==> src/rtl/fourth_order_iir_lowpass_assert.svh <==
// ----------------------------------------------------------------------------
// fourth_order_iir_lowpass assertion macros
// concurrent checks on the rising edge of clock, compiled out under SYNTH
// ----------------------------------------------------------------------------
`ifndef FOURTH_ORDER_IIR_LOWPASS_ASSERT_SVH
`define FOURTH_ORDER_IIR_LOWPASS_ASSERT_SVH

`ifndef SYNTH
// check that is held off while reset is high
`define IIR4LP_ASSERT(lbl, prop, msg) \
   lbl: assert property (@(posedge clock) disable iff (reset) prop) else $error(msg);
// check that also covers reset cycles
`define IIR4LP_ASSERT_RST(lbl, prop, msg) \
   lbl: assert property (@(posedge clock) prop) else $error(msg);
`else
`define IIR4LP_ASSERT(lbl, prop, msg)
`define IIR4LP_ASSERT_RST(lbl, prop, msg)
`endif

`endif

==> src/rtl/iir4lp_pkg.sv <==
// ----------------------------------------------------------------------------
// iir4lp_pkg
// widths, register indexes and shared types of the fourth-order iir low-pass
// ----------------------------------------------------------------------------
`default_nettype none

package iir4lp_pkg;

   localparam int DATA_W     = 32;            // q16.16 samples
   localparam int COEF_W     = 32;            // q4.28 coefficients
   localparam int HIST_DEPTH = 4;
   localparam int TAPS_W     = DATA_W + 4;    // binomial sum, weights total 16
   localparam int GPROD_W    = COEF_W + TAPS_W;
   localparam int FPROD_W    = COEF_W + DATA_W;
   localparam int ACC_W      = GPROD_W + 2;
   localparam int FRAC_SHIFT = 28;
   localparam int RND_W      = ACC_W - FRAC_SHIFT;
   localparam int CSR_IDX_W  = 3;

   localparam logic [CSR_IDX_W-1:0] CSR_GAIN           = 3'd0;
   localparam logic [CSR_IDX_W-1:0] CSR_FEEDBACK_ONE   = 3'd1;
   localparam logic [CSR_IDX_W-1:0] CSR_FEEDBACK_TWO   = 3'd2;
   localparam logic [CSR_IDX_W-1:0] CSR_FEEDBACK_THREE = 3'd3;
   localparam logic [CSR_IDX_W-1:0] CSR_FEEDBACK_FOUR  = 3'd4;

   localparam logic signed [ACC_W-1:0] ROUND_HALF = ACC_W'(1) <<< (FRAC_SHIFT - 1);

   typedef logic [DATA_W-1:0] sample_type;
   typedef sample_type [HIST_DEPTH-1:0] hist_type;   // index 0 newest

   typedef struct packed {
      logic signed [COEF_W-1:0] gain;
      logic signed [COEF_W-1:0] fb_one;
      logic signed [COEF_W-1:0] fb_two;
      logic signed [COEF_W-1:0] fb_three;
      logic signed [COEF_W-1:0] fb_four;
   } coef_type;

endpackage

`default_nettype wire

==> src/rtl/iir4lp_csr.sv <==
// ----------------------------------------------------------------------------
// iir4lp_csr
// coefficient registers, written through a plain index/data port
// ----------------------------------------------------------------------------
`default_nettype none

module iir4lp_csr
   import iir4lp_pkg::*;
(
   input  wire logic                 clock,
   input  wire logic                 reset,
   input  wire logic                 csr_we,
   input  wire logic [CSR_IDX_W-1:0] csr_index,
   input  wire logic [COEF_W-1:0]    csr_wdata,
   output coef_type                  coef
);

   coef_type coef_ff;
   coef_type coef_in;

   always_comb begin
      coef_in = coef_ff;
      if (csr_we) begin
         unique case (csr_index)
            CSR_GAIN:           coef_in.gain     = csr_wdata;
            CSR_FEEDBACK_ONE:   coef_in.fb_one   = csr_wdata;
            CSR_FEEDBACK_TWO:   coef_in.fb_two   = csr_wdata;
            CSR_FEEDBACK_THREE: coef_in.fb_three = csr_wdata;
            CSR_FEEDBACK_FOUR:  coef_in.fb_four  = csr_wdata;
            default:            coef_in          = coef_ff;
         endcase
      end
   end

   always_ff @(posedge clock) begin
      if (reset) begin
         coef_ff <= '0;
      end else begin
         coef_ff <= coef_in;
      end
   end

   assign coef = coef_ff;

endmodule

`default_nettype wire

==> config.mk <==
export PLATFORM = sky130hd
export DESIGN_NAME = iir4lp_csr
export DESIGN_NICKNAME = d
export VERILOG_FILES = /design/src/rtl/fourth_order_iir_lowpass_assert.svh /design/src/rtl/iir4lp_pkg.sv /design/src/rtl/iir4lp_csr.sv
export SDC_FILE = /design/constraint.sdc
export NUM_CORES = 1
export LEC_CHECK = 0
export ABC_AREA = 1
export ABC_CLOCK_PERIOD_IN_PS = 1300
export BUFFER_PORTS_ARGS = -buffer_cell sky130_fd_sc_hd__buf_2
export CAP_MARGIN = 20
export CORE_UTILIZATION = 51
export DETAILED_ROUTE_END_ITERATION = 7
export GPL_TIMING_DRIVEN = 0
export HOLD_SLACK_MARGIN = 0.05
export PLACE_DENSITY = 0.8
export SETUP_SLACK_MARGIN = 0.2
export SYNTH_ARGS = -nofsm -noshare
export SYNTH_HDL_FRONTEND = slang
export SYNTH_SLANG_ARGS = --single-unit
==> constraint.sdc <==
create_clock -name clock -period 1.3 [get_ports clock]
set_input_delay 0.195 -clock clock [delete_from_list [all_inputs] [get_ports clock]]
set_output_delay 0.195 -clock clock [all_outputs]
set_load 0.005 [all_outputs]
* After elaboration in Yosys (flattened, before gate mapping)
Index checks and enable logic that the tools add are counted.
Word-level totals: flip-flop bits (word level) 160, bits of input ports 38, word-level logic and storage cells 15
Operators by class: equality and inequality tests 4, reduce and logical (&&, ||, !) cells 6
Operator list (count):
- 2-bit AND reduction | 5
- 3-bit by 2-bit equality test with 1-bit output (second input constant) | 2
- 3-bit by 1-bit equality test with 1-bit output (second input constant) | 1
- 3-bit equality test (second input constant) | 1
- 3-bit logical NOT | 1

* Logic depth before layout (Yosys ltp)
Gate-level depths: netlist of run 1.
depth after elaboration 2, depth in mapped cells 7, mapped depth without buffers 5

* Worst setup path after synthesis of run 1
No wires, ideal clock.
path type input to register, start input port csr_we, end register coef_ff (netlist bit coef[129]), arrival time 0.829 ns, required time 1.187 ns, slack 0.359 ns, stages on the path 7, buffers on the path 2, cell sequence inv_1 > nor2_1 > buf_2 > buf_2 > nand3_1 > nand2_1 > nor2_1
On the way: word-level cells in the longest chain between the ends 1
RTL lines:
- start: declaration | RTL line iir4lp_csr.sv:12 | input wire logic csr_we,
- 2-bit AND reduction (no source line)
- end signal: assignment | RTL line iir4lp_csr.sv:39 | coef_ff <= coef_in;
- end: declaration | RTL line iir4lp_csr.sv:18 | coef_type coef_ff;
Every way passes these cells. A chain may end at the register's enable or synchronous reset.

* Worst setup path in the final report of run 1
start register coef_ff (netlist bit coef[78]), end output port coef[78] (netlist bit)
RTL lines:
- end: declaration | RTL line iir4lp_csr.sv:15 | output coef_type coef
No word-level cell between the ends.

==> results of run 1 <==
kinds of logic (layout without fill, tap and decap cells):
kind of cell	count (synthesis)	after routing	share of synthesized area, %
buffers and inverters	103	331	7.01
flip-flops	160	160	50.7
AND/OR/NAND/NOR	655	655	42.3
repair_timing:
item                       CTS  global route
gates cloned                 0             0
resized for setup            7            60
buffers inserted             0             0
pin swaps                    0             0
setup endpoints to repair    7           127
layout by cell type (no fill, tap or decap):
master        n
buf_1        17
nand2_1     166
inv_2         3
inv_1        36
buf_6         1
nor2_4        1
clkinvlp_4    1
dfxtp_1      99
bufinv_16     1
clkbuf_8      5
clkbuf_1      4
nor2_1      322
buf_2       241
nand3_1     160
clkbuf_16    17
clkbuf_2      2
clkinv_2      3
dfxtp_2      61
nor2_2        6
synth_stat cells:
cell      count  area, um^2
buf_1        18        67.6
buf_2        45         225
clkbuf_1      1        3.75
dfxtp_1     160        3200
inv_1        36         135
inv_2         3        11.3
nand2_1     166         623
nand3_1     160         801
nor2_1      323        1210
nor2_2        6        37.5
path summary, 6_finish.rpt:
| check | start | end | slack (ns) |
|---|---|---|---|
| hold / removal | csr_wdata[11] | coef[11] | 0.17 |
| setup / recovery | coef[78] | coef[78] | 0.21 |
| hold reg to reg | coef[65] | coef[65] | 0.47 |
| setup reg to reg | coef[109] | coef[109] | 0.65 |
metrics by stage:
stage	TNS, ns	instance area (um^2)	hold WS (ns)	total power (uW)	cells
floorplan	0	6320	0.434	5930	918
global placement	-12.40	7520	0.457	6360	1283
detailed placement	-14.82	7520	0.466	6380	1283
CTS	0	8090	0.155	11100	1314
global route	0	8170	0.198	11500	1314
finish	0	8170	0.170	11000	1314
area by class of cell:
type | instances | area, um^2
fill | 1107 | 3890
tap | 168 | 210
sequential | 160 | 3280
clock inverter | 5 | 52.6
clock buffer | 26 | 509
timing repair buffer | 197 | 992
multi-input combinational | 655 | 2680
buffer | 64 | 299
inverter | 39 | 146
routing by layer:
layer	vias to the layer above	GRT usage (%)	wire length, um
met1	2957	37.4	7870
met2	288	49.3	8850
met3	57	6.64	1540
met5	-	0	0
li1	3282	-	-
met4	0	14.8	672
where the power goes:
part / switching, uW / total [uW] / internal (uW) / leakage (uW)
clock network: 1870 / 4740 / 2870 / 0.000276
registers: 87.9 / 5180 / 5090 / 0.00133
logic: 727 / 1130 / 404 / 0.00259
total: 2680 / 11000 / 8360 / 0.00419
==> results.json, run 1 <==
{
  "outcome": "finished, final reports clean",
  "clk_latency_ns": 0.42,
  "htree_levels": 4,
  "finalCritPeriodShare_pct": 83.6,
  "end_kind": "primary output",
  "dieArea_um2": 12800,
  "drt_wl_total_um": 18900,
  "hold_buffers": 0,
  "path_delay_family": "flip-flops",
  "drc": 0,
  "num_rows": 40,
  "portBuffers": 197,
  "setup_ws_ns": 0.214,
  "cp_slowest_cell": "dfxtp_1",
  "crit_cells": 1,
  "yosysWarningCount": 0,
  "fmax_mhz": 920,
  "detailed_place_hpwl_um": 13600,
  "period_needed_ns": 1.09,
  "drt_iter0_drc": 604,
  "vias": 6584,
  "crit_buf_inv": 1,
  "finalSetupViolations": 0,
  "die_y_um": 113,
  "cts.sinks": 160,
  "grt_pass1_wl_um": 29500,
  "critPathLaunchType": "flop",
  "largest_register_ffs": 160,
  "hold_violations": 0,
  "crit_fanout": 2,
  "drive_above_1_share_pct": 29.8,
  "max_slew_margin_pct": 61.6,
  "worstPathArrival_ns": 0.89,
  "syn_inst": 918,
  "fin_skew_ns": 0,
  "cts_tree": "done",
  "grt_max_degree": 17,
  "hp-class": "in2reg",
  "required_ns": 1.11,
  "antenna_found_initial": 0,
  "cts-buffers-inserted": 17,
  "dpl_worst_slack_ns": -0.191,
  "syn_nets": 956,
  "worstMarginPinSlew_ns": 0.576,
  "reg2regPathDepth": 2,
  "utilization_pct": 67.7,
  "start_util_pct": 52.4,
  "grt_pass1_vias": 5936,
  "min_path_cells": 5,
  "ys_seq_area_share_pct": 50.7,
  "die_w_um": 113,
  "maxSlewViolCount": 0,
  "ys_types": 10,
  "cts_root_buffer": "clkbuf_16",
  "ioPinCount": 198,
  "core_um2": 12100,
  "num_antenna_cells": 0,
  "ant_nets": 0,
  "cts.path.max_buffers": 2,
  "critPathKind": "reg2out",
  "vdd_drop_max_v": 0.000735,
  "rsz0062_at_grt": "no",
  "grt_usage_pct": 30.0,
  "grt-ovfl-total": 0,
  "gp_congestion": 0.860,
  "first_pass_iters": 6,
  "p_leak_uw": 0.00419,
  "crit_path_cell_trace": "buf_2",
  "drt-wirelength-per-cell_um": 14.4,
  "synth.avg_cell_area_um2": 6.88,
  "synth-seq-cells": 160,
  "syn2layout_area_growth_pct": 29.3,
  "path_clk_slew_ns": 0.06,
  "power_density_nw_per_um2": 1350,
  "cpPeakStageDelay_ns": 0.35,
  "layout.nets": 1172,
  "viasPerCell": 5.01,
  "maxCapViolations": 0,
  "mappedNetlistArea_um2": 6320
}
(Power assumes the default switching activity.)
==> inputs of run 2 (changes only) <==
Settings changed: ABC_AREA 1 to 0, ABC_CLOCK_PERIOD_IN_PS 1300 to 1100.
Clock period 1.3 ns to 1.1 ns, I/O delays scaled along.
==> run 2 against run 1 <==
  * Critical endpoint is now coef[108]
  * Synthesized cell count fell by 39%
  * Core utilization rose by 8.7 points
  * Area after synthesis fell by 0.46%
  * Cell area rose by 12%
  * Clock power rose by 22%
==> results.json, run 2 <==
{
  "synth_simple_gate_area_share_pct": 20.5,
  "synth_common_cells": "nand2b_1 (192), dfxtp_1 (160), mux2i_1 (160), clkbuf_1 (22), buf_4 (10)",
  "critPathKind": "reg2out",
  "synth_compound_area_share_pct": 0,
  "core_um2": 12000,
  "postPlaceCellArea_um2": 7500,
  "cp_slowest_cell": "dfxtp_2",
  "grt_pass1_wl_um": 26700,
  "utilization_pct": 76.5,
  "cts.sinks": 160,
  "cts_root_buffer": "clkbuf_16",
  "cts-buffers-inserted": 17,
  "layout.nets": 864,
  "first_pass_iters": 5,
  "synth_top_area_share_pct": 50.9,
  "detailed_place_hpwl_um": 11700,
  "drt_wl_total_um": 17900,
  "drive_above_1_share_pct": 55.8,
  "die_y_um": 113,
  "grt_max_degree": 17,
  "r2r_slack_ns": 0.27,
  "dieArea_um2": 12800,
  "path_clk_slew_ns": 0.06,
  "gp_congestion": 0.787,
  "hold_violations": 0,
  "finalSetupViolations": 0,
  "max_slew_margin_pct": 70.5,
  "finalCritPeriodShare_pct": 94.8,
  "num_antenna_cells": 0,
  "synth_ff_type": "dfxtp_1",
  "viasPerCell": 5.10,
  "fmax_mhz": 959,
  "portBuffers": 196,
  "cts.path.max_buffers": 2,
  "drc": 0,
  "synth_edf_count": 0,
  "crit_fanout": 2,
  "hp-class": "in2reg",
  "rsz0062_at_grt": "yes",
  "cpPeakStageDelay_ns": 0.35,
  "crit_buf_inv": 1,
  "p_leak_uw": 0.00475,
  "die_w_um": 113,
  "htree_levels": 4,
  "end_kind": "primary output",
  "outcome": "finished, final reports clean",
  "grt-ovfl-total": 0,
  "path_delay_family": "flip-flops",
  "period_needed_ns": 1.04,
  "grt_usage_pct": 27.5,
  "synth_top_family_by_area": "multiplexers",
  "ioPinCount": 198,
  "fin_skew_ns": 0,
  "maxSlewViolCount": 0,
  "maxCapViolations": 0,
  "vias": 5026,
  "vdd_drop_max_v": 0.000934,
  "mappedNetlistArea_um2": 6290,
  "drt_iter0_drc": 203,
  "num_rows": 40,
  "required_ns": 0.94,
  "n_fill_cell": 812,
  "async_flop_share_pct": 0,
  "antenna_found_initial": 1,
  "synth.avg_cell_area_um2": 11.3,
  "grt_pass1_vias": 5137,
  "yosysMostFrequentCell": "nand2b_1",
  "synthAdderAreaFrac_pct": 0,
  "worstPathArrival_ns": 0.88,
  "syn_nets": 596,
  "clk_latency_ns": 0.42,
  "hold_buffers": 0,
  "ys_types": 12,
  "crit_path_cell_trace": "buf_6",
  "start_util_pct": 52.4,
  "yosysWarningCount": 0,
  "syn_inst": 558,
  "final_cell_mix": "nand2b_1 (190), mux2i_1 (160), dfxtp_2 (160)",
  "synth-seq-cells": 160,
  "final_design_area_no_fill_um2": 9190,
  "syn2layout_area_growth_pct": 46.0,
  "ant_nets": 0,
  "drt-wirelength-per-cell_um": 18.2,
  "ys_seq_area_share_pct": 50.9,
  "power_density_nw_per_um2": 1390,
  "mostFrequentLayoutCell": "nand2b_1",
  "synth_area_leader_cell": "dfxtp_1",
  "synth.mux.area_fraction_pct": 25.5,
  "largest_register_ffs": 160,
  "worstMarginPinSlew_ns": 0.442,
  "cts_tree": "done",
  "critPathLaunchType": "flop",
  "synth-xor-area-share_pct": 0,
  "netlist_top_cells_area": "dfxtp_1 (51%), mux2i_1 (25%), nand2b_1 (19%), clkbuf_1 (1.3%), buf_4 (1.2%)"
}
## run 2: cell count changes in the layout (fill, tap and decap cells not counted), sizes merged, moves of 3 or more
| cell | delta |
|---|---|
| buf | +7 |
| clkbuf | +17 |
| clkinvlp | +3 |
| inv | -39 |
| mux2i | +160 |
| nand2 | -166 |
| nand2b | +192 |
| nand3 | -160 |
| nand4bb | +3 |
| nor2 | -329 |
## run 2: logic make-up after synthesis
group,after synthesis
AND/OR/NAND/NOR,199
multiplexers,160
flip-flops,160
buffers and inverters,39
## run 2: layout make-up
| cell class | instances | area [um^2] | area share [%] |
|---|---|---|---|
| Clock inverter | 9 | 80.1 | 0.872 |
| Tap cell | 147 | 184 | 2.00 |
| Timing Repair Buffer | 249 | 1850 | 20.2 |
| Multi-Input combinational cell | 359 | 2900 | 31.5 |
| Clock buffer | 23 | 508 | 5.53 |
| Sequential cell | 160 | 3400 | 37.1 |
| Buffer | 39 | 258 | 2.81 |
## run 2: path summary, 6_finish.rpt
path | startpoint | endpoint | cells after the start
min reg2reg | coef[27] | coef[27] | 2
max reg2reg | coef[141] | coef[141] | 4
min | csr_wdata[8] | coef[104] | 3
max | coef[108] | coef[108] | 1
## run 2: what timing repair did
action	in CTS	in global routing
resized for setup	205	43
endpoints found under the setup margin	193	258
pin swaps	1	1
setup buffers	23	30
## run 2: per-layer routing
metal	vias to the layer above	GRT usage (%)	wire [um]
met3	40	8.14	1090
met1	2440	30.2	7270
li1	2382	-	-
met4	0	11.8	419
met2	164	49.3	9120
met5	-	0	0
## run 2: power breakdown
part / internal, uW / total, uW / switching (uW)
registers: 5950 / 6030 / 83.7
logic: 528 / 995 / 468
clock network: 3460 / 5770 / 2310
total: 9930 / 12800 / 2870
## run 2: metrics by stage
stage / TNS [ns] / setup slack (ns) / hold WS [ns] / cells / total power (uW)
2_1_floorplan: 0 / 0.0298 / 0.362 / 558 / 6600
3_3_place_gp: -26.22 / -0.250 / 0.457 / 901 / 6930
3_5_place_dp: -29.56 / -0.317 / 0.460 / 901 / 6960
4_1_cts: 0 / 0.0495 / 0.0974 / 956 / 12800
5_1_grt: 0 / 0.0301 / 0.114 / 986 / 13200
6_report: 0 / 0.0575 / 0.106 / 986 / 12800
